## src/assert_macros.svh

```systemverilog
// Assertion macros included by the queue core.
`ifndef ASSERT_MACROS_SVH
`define ASSERT_MACROS_SVH

// The consequent must hold in the same cycle as the antecedent.
`define ASSERT_IMPLY(label, clk, rst, ante, cons, msg) \
   label: assert property (@(posedge clk) disable iff (rst) (ante) |-> (cons)) \
      else $error(msg);

// The consequent must hold in the cycle after the antecedent.
`define ASSERT_NEXT(label, clk, rst, ante, cons, msg) \
   label: assert property (@(posedge clk) disable iff (rst) (ante) |=> (cons)) \
      else $error(msg);

// The condition must hold at every clock edge out of reset.
`define ASSERT_ALWAYS(label, clk, rst, cond, msg) \
   label: assert property (@(posedge clk) disable iff (rst) 1'b1 |-> (cond)) \
      else $error(msg);

`endif

```

## src/thrq_pkg.sv

```systemverilog
package thrq_pkg;

   // Fixed field widths of the request and response items.
   localparam int MODE_W      = 3;
   localparam int THREAD_ID_W = 5;
   localparam int COUNT_W     = 6;

   // Number of ids that the thread id field can name.
   localparam int ID_SPAN = 32;

   typedef logic [MODE_W-1:0]      mode_type;
   typedef logic [THREAD_ID_W-1:0] thread_id_type;
   typedef logic [COUNT_W-1:0]     count_type;

   // Request modes.
   localparam mode_type MODE_APPEND = 3'd0;
   localparam mode_type MODE_REMOVE = 3'd1;
   localparam mode_type MODE_POP    = 3'd2;
   localparam mode_type MODE_ROTATE = 3'd3;
   localparam mode_type MODE_FIND   = 3'd4;

   // One response item.
   typedef struct packed {
      thread_id_type result_thread;
      logic          hit;
      logic          error;
      logic          queue_empty;
      count_type     queue_count;
   } rsp_type;

endpackage

```

## src/thread_ready_queue_list_core.sv

```systemverilog
// Sequence: an accepted item moves the control state to EXEC; its result is registered
// at the end of EXEC and shown on the rsp_ ports, marked by rsp_strobe. No new item
// is accepted while busy is high; busy is high for the cycle in which the
// link tables, read at the accept edge, are updated from their registered read data.
// Reset: synchronous, active high; clears the membership bits, head, tail, count and
// control state. The link tables are not cleared. The receiver cannot stall.
module thread_ready_queue_list_core #(
   parameter int THREAD_SLOTS = 32
) (
   input  logic                        clock,
   input  logic                        reset,
   input  logic                        start,
   output logic                        busy,
   input  thrq_pkg::mode_type          req_mode,
   input  thrq_pkg::thread_id_type     req_thread_id,
   output logic                        rsp_strobe,
   output thrq_pkg::thread_id_type     rsp_result_thread,
   output logic                        rsp_hit,
   output logic                        rsp_error,
   output logic                        rsp_queue_empty,
   output thrq_pkg::count_type         rsp_queue_count
);
   import thrq_pkg::*;

`include "assert_macros.svh"

   // Only the ids the request field can name are ever queued.
   localparam int SLOTS = (THREAD_SLOTS < ID_SPAN) ? THREAD_SLOTS : ID_SPAN;
   localparam int IDX_W = (SLOTS > 1) ? $clog2(SLOTS) : 1;

   localparam logic ST_IDLE = 1'b0;
   localparam logic ST_EXEC = 1'b1;

   typedef logic [IDX_W-1:0] idx_type;

   // Control and queue state.
   logic              state_ff, state_in;
   logic [SLOTS-1:0]  member_ff, member_in;
   idx_type           head_ff, head_in;
   idx_type           tail_ff, tail_in;
   count_type         occ_ff, occ_in;

   // Latched request.
   mode_type          mode_ff;
   thread_id_type     id_ff;

   // Link tables and their registered read data.
   idx_type           next_mem [SLOTS];
   idx_type           prev_mem [SLOTS];
   idx_type           rd_next_ff, rd_prev_ff;
   idx_type           rd_addr;

   // Write ports of the link tables.
   logic              next_we, prev_we;
   idx_type           next_waddr, next_wdata;
   idx_type           prev_waddr, prev_wdata;

   // Response register.
   logic              strobe_ff;
   rsp_type           rsp_ff, rsp_in;

   // Decoded request fields.
   idx_type           idx;
   logic              id_ok;
   logic              is_mem;
   idx_type           target;
   logic              is_head, is_tail;
   logic              do_unlink;

   logic              accept;

   assign accept = start && !busy;
   assign busy   = (state_ff == ST_EXEC);

   // Remove reads the links of the named slot; pop and rotate read those of the head.
   assign rd_addr = (req_mode == MODE_REMOVE) ? req_thread_id[IDX_W-1:0] : head_ff;

   always_ff @(posedge clock) begin
      if (accept) begin
         rd_next_ff <= next_mem[rd_addr];
         rd_prev_ff <= prev_mem[rd_addr];
         mode_ff    <= req_mode;
         id_ff      <= req_thread_id;
      end
   end

   always_ff @(posedge clock) begin
      if (next_we) begin
         next_mem[next_waddr] <= next_wdata;
      end
      if (prev_we) begin
         prev_mem[prev_waddr] <= prev_wdata;
      end
   end

   // Decode the latched request against the current queue state.
   assign idx     = id_ff[IDX_W-1:0];
   assign id_ok   = ({1'b0, id_ff} < COUNT_W'(SLOTS));
   assign is_mem  = id_ok && member_ff[idx];
   assign target  = (mode_ff == MODE_REMOVE) ? idx : head_ff;
   assign is_head = (target == head_ff);
   assign is_tail = (target == tail_ff);

   // Execute one request: update head, tail, count, membership and the link tables.
   always_comb begin
      state_in   = state_ff;
      member_in  = member_ff;
      head_in    = head_ff;
      tail_in    = tail_ff;
      occ_in     = occ_ff;
      next_we    = 1'b0;
      prev_we    = 1'b0;
      next_waddr = tail_ff;
      next_wdata = idx;
      prev_waddr = idx;
      prev_wdata = tail_ff;
      do_unlink  = 1'b0;
      rsp_in     = '0;

      if (state_ff == ST_EXEC) begin
         state_in = ST_IDLE;
         unique case (mode_ff)
            MODE_APPEND: begin
               if (!id_ok || is_mem) begin
                  rsp_in.error = 1'b1;
               end else begin
                  if (occ_ff == '0) begin
                     head_in = idx;
                  end else begin
                     next_we = 1'b1;
                     prev_we = 1'b1;
                  end
                  tail_in          = idx;
                  member_in[idx]   = 1'b1;
                  occ_in           = occ_ff + COUNT_W'(1);
                  rsp_in.hit       = 1'b1;
                  rsp_in.result_thread = id_ff;
               end
            end
            MODE_REMOVE: begin
               if (!is_mem) begin
                  rsp_in.error = 1'b1;
               end else begin
                  do_unlink = 1'b1;
               end
            end
            MODE_POP: begin
               do_unlink = (occ_ff != '0);
            end
            MODE_ROTATE: begin
               if (occ_ff != '0) begin
                  rsp_in.hit           = 1'b1;
                  rsp_in.result_thread = THREAD_ID_W'(head_ff);
               end
               // An empty queue or a single thread stays as it is; with more, the head moves to the tail.
               if (occ_ff > COUNT_W'(1)) begin
                  head_in    = rd_next_ff;
                  tail_in    = head_ff;
                  next_we    = 1'b1;
                  next_waddr = tail_ff;
                  next_wdata = head_ff;
                  prev_we    = 1'b1;
                  prev_waddr = head_ff;
                  prev_wdata = tail_ff;
               end
            end
            MODE_FIND: begin
               if (is_mem) begin
                  rsp_in.hit           = 1'b1;
                  rsp_in.result_thread = id_ff;
               end
            end
            default: begin
            end
         endcase

         // Unlink the target slot from wherever it sits in the list.
         if (do_unlink) begin
            priority if (is_head && is_tail) begin
               head_in = '0;
               tail_in = '0;
            end else if (is_head) begin
               head_in = rd_next_ff;
            end else if (is_tail) begin
               tail_in = rd_prev_ff;
            end else begin
               next_we    = 1'b1;
               next_waddr = rd_prev_ff;
               next_wdata = rd_next_ff;
               prev_we    = 1'b1;
               prev_waddr = rd_next_ff;
               prev_wdata = rd_prev_ff;
            end
            member_in[target]    = 1'b0;
            occ_in               = occ_ff - COUNT_W'(1);
            rsp_in.hit           = 1'b1;
            rsp_in.result_thread = THREAD_ID_W'(target);
         end

         rsp_in.queue_count = occ_in;
         rsp_in.queue_empty = (occ_in == '0);
      end else if (accept) begin
         state_in = ST_EXEC;
      end
   end

   // Control registers.
   always_ff @(posedge clock) begin
      if (reset) begin
         state_ff  <= ST_IDLE;
         member_ff <= '0;
         head_ff   <= '0;
         tail_ff   <= '0;
         occ_ff    <= '0;
         strobe_ff <= 1'b0;
      end else begin
         state_ff  <= state_in;
         member_ff <= member_in;
         head_ff   <= head_in;
         tail_ff   <= tail_in;
         occ_ff    <= occ_in;
         strobe_ff <= (state_ff == ST_EXEC);
      end
   end

   // Response payload.
   always_ff @(posedge clock) begin
      if (state_ff == ST_EXEC) begin
         rsp_ff <= rsp_in;
      end
   end

   assign rsp_strobe        = strobe_ff;
   assign rsp_result_thread = rsp_ff.result_thread;
   assign rsp_hit           = rsp_ff.hit;
   assign rsp_error         = rsp_ff.error;
   assign rsp_queue_empty   = rsp_ff.queue_empty;
   assign rsp_queue_count   = rsp_ff.queue_count;

   // Checks on the sequencer and the queue bookkeeping.
   `ASSERT_NEXT(a_accept_busy, clock, reset, accept, busy, "accepted item did not start")
   `ASSERT_NEXT(a_exec_strobe, clock, reset, busy, rsp_strobe, "executed item gave no result")
   `ASSERT_ALWAYS(a_count_members, clock, reset,
      occ_ff == COUNT_W'($countones(member_ff)), "count differs from membership")
   `ASSERT_IMPLY(a_hit_error, clock, reset, rsp_strobe, !(rsp_hit && rsp_error), "hit and error together")
   `ASSERT_IMPLY(a_empty_head, clock, reset, occ_ff == '0,
      head_ff == '0 && tail_ff == '0, "empty queue with stale ends")

endmodule
```

## config.mk

```make
export PLATFORM = sky130hd
export DESIGN_NAME = thread_ready_queue_list_core
export DESIGN_NICKNAME = d
export VERILOG_FILES = /design/src/thrq_pkg.sv /design/src/thread_ready_queue_list_core.sv
export VERILOG_INCLUDE_DIRS = /design/src /design/src/src
export SDC_FILE = /design/constraint.sdc
export NUM_CORES = 1
export LEC_CHECK = 0
export BUFFER_PORTS_ARGS = -buffer_cell sky130_fd_sc_hd__buf_2
export CORE_MARGIN = 1.5
export CORE_UTILIZATION = 60
export CTS_CLUSTER_DIAMETER = 200
export DETAILED_ROUTE_END_ITERATION = 7
export GPL_ROUTABILITY_DRIVEN = 0
export PLACE_DENSITY = 0.78
export SYNTH_ARGS = -nofsm -noshare
export SYNTH_HDL_FRONTEND = slang
export SYNTH_SLANG_ARGS = --single-unit
```

## constraint.sdc

```tcl
create_clock -name clock -period 6.55 [get_ports clock]
set_input_delay 0.655 -clock clock [delete_from_list [all_inputs] [get_ports clock]]
set_output_delay 0.655 -clock clock [all_outputs]
set_load 0.01 [all_outputs]
```

==> load_flow_metrics.sql <==
INSERT INTO impl_metrics (metric_group, metric, value, unit) VALUES
('placement', 'io_buffer_count', '26', ''),
('setup_path', 'arrival', '5.27', 'ns'),
('placement', 'post-place-cells', '1759', ''),
('setup_path', 'cp_cell_sequence', 'nor3b_4 -> mux2i_1 -> xor2_1 -> and4_1 -> nor2_1 -> o211a_1 -> inv_1 -> nand3_1 -> nor2_1', ''),
('clocking', 'cts_htree_levels', '2', ''),
('final_layout', 'multiInputGateArea', '5860', 'sq um'),
('timing', 'final_period_minus_worst_setup_slack', '5.10', 'ns'),
('timing', 'finalSetupTns', '0', 'ns'),
('floorplanning', 'core_area', '29000', 'sq um'),
('setup_path', 'reg2reg_depth', '9', ''),
('power_and_ir_drop', 'peakVddDrop', '0.000258', 'V'),
('clocking', 'clock_tree.root_cell', 'sky130_fd_sc_hd__clkbuf_16', ''),
('run', 'cap_viol_max_count', '0', ''),
('outcome', 'run_status', 'finished, violations left', ''),
('routing', 'wire_per_inst', '22.2', 'um'),
('clocking', 'cts_post_setup_buffers_inserted', '0', ''),
('setup_path', 'worstSetupPathType', 'reg -> reg', ''),
('synth', 'sequential_area_share_after_synthesis', '64.8', '%'),
('synth', 'postSynth.asyncResetShare', '0', '%'),
('power_and_ir_drop', 'leakage', '6.15', 'nW'),
('setup_path', 'cp_max_fanout', '36', ''),
('timing', 'worst_clock_skew', '0.0203', 'ns'),
('timing', 'setup_viol', '0', ''),
('clocking', 'cts_hold_buf', '0', ''),
('final_layout', 'drive_above_1_share', '9.81', '%'),
('final_layout', 'fin_cells', '1832', ''),
('final_layout', 'layout.area.seq', '11600', 'sq um'),
('clocking', 'cts_made_buffers', '41', ''),
('clocking', 'cts_buffer_depth', '3', ''),
('final_layout', 'antenna_cells_inserted', '0', ''),
('timing', 'hold_slack', '0.301', 'ns'),
('timing', 'tightest_pin_transition', '1.21', 'ns'),
('synth', 'ys_warn_count', '0', ''),
('power_and_ir_drop', 'totalPowerFinal', '0.00533', 'W'),
('floorplanning', 'io-pin-count', '27', ''),
('global_route', 'globalRouteOverflowTotal', '0', ''),
('global_route', 'grt_first_pass_wirelength', '63.7', 'mm'),
('clocking', 'post_cts_clock_slew_at_the_launch_and_capture_registers_of_the_worst_setup_and_hold_paths', '0.06', 'ns'),
('synth', 'synth_edf_count', '352', ''),
('setup_path', 'worst-r2r-setup-slack', '1.45', 'ns'),
('clocking', 'numClockSinks', '402', ''),
('synth', 'ys_dominant_reg_cell', 'sky130_fd_sc_hd__edfxtp_1', ''),
('synth', 'synth-seq-cells', '402', ''),
('synth', 'synthesized_area', '17900', 'sq um'),
('global_route', 'grt_start_max_net_pins', '129', ''),
('routing', 'dr.pass1.iters', '8', ''),
('placement', 'post-dp-hpwl', '24.8', 'mm'),
('placement', 'placed_cell_area', '18200', 'sq um'),
('floorplanning', 'num_rows', '62', ''),
('timing', 'slew-limit-headroom', '17.4', '%'),
('final_layout', 'final_layout_fill_cell_count', '2047', ''),
('routing', 'drtIter0Drc', '1466', ''),
('routing', 'drc_errors', '1', ''),
('synth', 'syn-mean-instance-area', '12.4', 'sq um'),
('min_path', 'min_path_cells', '1', ''),
('timing', 'top_achievable_clock_speed', '0.196', 'GHz'),
('synth', 'netlist-cell-type-count', '69', ''),
('timing', 'max_slew_vio_count', '0', ''),
('outcome', 'violations', 'design-rule violations', ''),
('floorplanning', 'start_util', '61.6', '%'),
('setup_path', 'crit_slowest_cell', 'sky130_fd_sc_hd__inv_1', ''),
('final_layout', 'layout.cell_area.non_filler', '19500', 'sq um'),
('power_and_ir_drop', 'power_density', '273', 'nW/um^2'),
('clocking', 'postcts_resize_cnt', '0', ''),
('final_layout', 'nets', '1432', ''),
('floorplanning', 'die_y', '176', 'um'),
('routing', 'ant_nets', '0', ''),
('routing', 'via_count', '12064', ''),
('min_path', 'min-delay-path-class', 'in -> reg', ''),
('timing', 'grt_setup_unrepaired', 'no', ''),
('setup_path', 'setup.worst_path.start_class', 'flop', '');
==> registers in the layout (all words and copies together) (netlist names), 3 cells and up <==
register / flops
id_ff: 5
tail_ff: 5
rd_next_ff: 5
head_ff: 5
mode_ff: 3
rsp_result_thread: 5
occ_ff: 6
prev_mem: 160
rd_prev_ff: 5
rsp_queue_count: 6
next_mem: 160
member_ff: 32
==> power breakdown <==
group          switching (W)  internal, W
logic               0.000213    0.0000932
registers          0.0000327      0.00280
clock network       0.000918      0.00127
total                0.00116      0.00417
==> stage by stage <==
stage	setup slack [ns]	utilization [%]
2_1_floorplan	3.02	-
4_1_cts	1.53	67.2
3_5_place_dp	1.61	62.9
3_3_place_gp	1.80	62.9
6_report	1.45	67.2
5_1_grt	1.10	67.2
==> routing by layer <==
| layer | GRT usage [%] | part of all wire [%] |
|---|---|---|
| met1 | 36.6 | 41 |
| met2 | 43.4 | 48 |
| met3 | 3.92 | 7.9 |
| met4 | 9.83 | 3.0 |
| met5 | 0 | 0 |
==> worst paths after layout <==
path / startpoint / to
min reg2reg: member_ff[26] / member_ff[26]
max reg2reg: mode_ff[0] / prev_mem[31][0]
min: req_mode[0] / mode_ff[0]
max: mode_ff[0] / prev_mem[31][0]
==> cell type report <==
type,instances,share of cell area (%)
clock buffers,55,5.68
well taps,384,2.46
multi-input cells,917,30.0
clock inverters,18,0.815
flip-flops and latches,402,59.3
inverters,11,0.212
repair buffers,45,1.46
==> kinds of logic after synthesis <==
logic type | after synthesis | synth area share [%]
buffers and inverters | 123 | 2.86
DFF | 402 | 64.8
adders and majority gates | 3 | 0.210
xor gates and xnor gates | 16 | 0.784
muxes | 43 | 2.76
and+or+nand+nor | 462 | 12.9
AOI/OAI and AO/OA | 393 | 15.8
==> cells in the mapped netlist (all sizes together) (3+ instances only) <==
cell type / n / area, sq um
edfxtp: 352 / 10600
nand2: 185 / 694
a211oi: 144 / 1080
clkbuf: 95 / 357
nor2: 89 / 354
and2: 85 / 532
a31oi: 74 / 469
a21oi: 55 / 279
dfxtp: 50 / 1000
a311oi: 40 / 350
mux2i: 29 / 290
o21ai: 18 / 105
buf: 17 / 113
a21o: 12 / 90.1
and3: 12 / 75.1
nand3: 12 / 60.1
a22oi: 11 / 92.6
inv: 11 / 41.3
a22o: 10 / 87.6
mux2: 10 / 113
nor3b: 10 / 91.3
nand2b: 9 / 56.3
nor2b: 9 / 56.3
nor3: 9 / 56.3
xnor2: 9 / 78.8
and3b: 7 / 61.3
nand3b: 7 / 52.6
xor2: 7 / 61.3
or3: 6 / 37.5
nor4: 5 / 31.3
nor4b: 5 / 43.8
a222oi: 4 / 40.0
mux4: 4 / 90.1
a221o: 3 / 30.0
a32oi: 3 / 26.3
ha: 3 / 37.5
nand4: 3 / 18.8
o211ai: 3 / 32.5
o21a: 3 / 22.5
==> placed cells by master, fill, tap and decap left out, types with 5 or more instances in the layout <==
| cell type | instances |
|---|---|
| sky130_fd_sc_hd__a211oi_1 | 144 |
| sky130_fd_sc_hd__a21o_1 | 12 |
| sky130_fd_sc_hd__a21oi_1 | 53 |
| sky130_fd_sc_hd__a22o_1 | 10 |
| sky130_fd_sc_hd__a22oi_1 | 9 |
| sky130_fd_sc_hd__a311oi_1 | 40 |
| sky130_fd_sc_hd__a31oi_1 | 73 |
| sky130_fd_sc_hd__and2_0 | 8 |
| sky130_fd_sc_hd__and2_1 | 77 |
| sky130_fd_sc_hd__and3_1 | 12 |
| sky130_fd_sc_hd__and3b_1 | 7 |
| sky130_fd_sc_hd__buf_2 | 26 |
| sky130_fd_sc_hd__buf_4 | 18 |
| sky130_fd_sc_hd__clkbuf_1 | 11 |
| sky130_fd_sc_hd__clkbuf_16 | 41 |
| sky130_fd_sc_hd__clkinv_1 | 8 |
| sky130_fd_sc_hd__dfxtp_1 | 49 |
| sky130_fd_sc_hd__edfxtp_1 | 352 |
| sky130_fd_sc_hd__inv_1 | 11 |
| sky130_fd_sc_hd__mux2_2 | 7 |
| sky130_fd_sc_hd__mux2i_1 | 25 |
| sky130_fd_sc_hd__nand2_1 | 185 |
| sky130_fd_sc_hd__nand2b_1 | 9 |
| sky130_fd_sc_hd__nand3_1 | 12 |
| sky130_fd_sc_hd__nand3b_1 | 7 |
| sky130_fd_sc_hd__nor2_1 | 81 |
| sky130_fd_sc_hd__nor2_2 | 8 |
| sky130_fd_sc_hd__nor2b_1 | 8 |
| sky130_fd_sc_hd__nor3_1 | 7 |
| sky130_fd_sc_hd__nor3b_1 | 7 |
| sky130_fd_sc_hd__nor4_1 | 5 |
| sky130_fd_sc_hd__nor4b_1 | 5 |
| sky130_fd_sc_hd__o21ai_0 | 14 |
| sky130_fd_sc_hd__or3_1 | 6 |
| sky130_fd_sc_hd__xnor2_1 | 9 |
| sky130_fd_sc_hd__xor2_1 | 7 |
No activity file was read; power rests on OpenSTA's default activity.
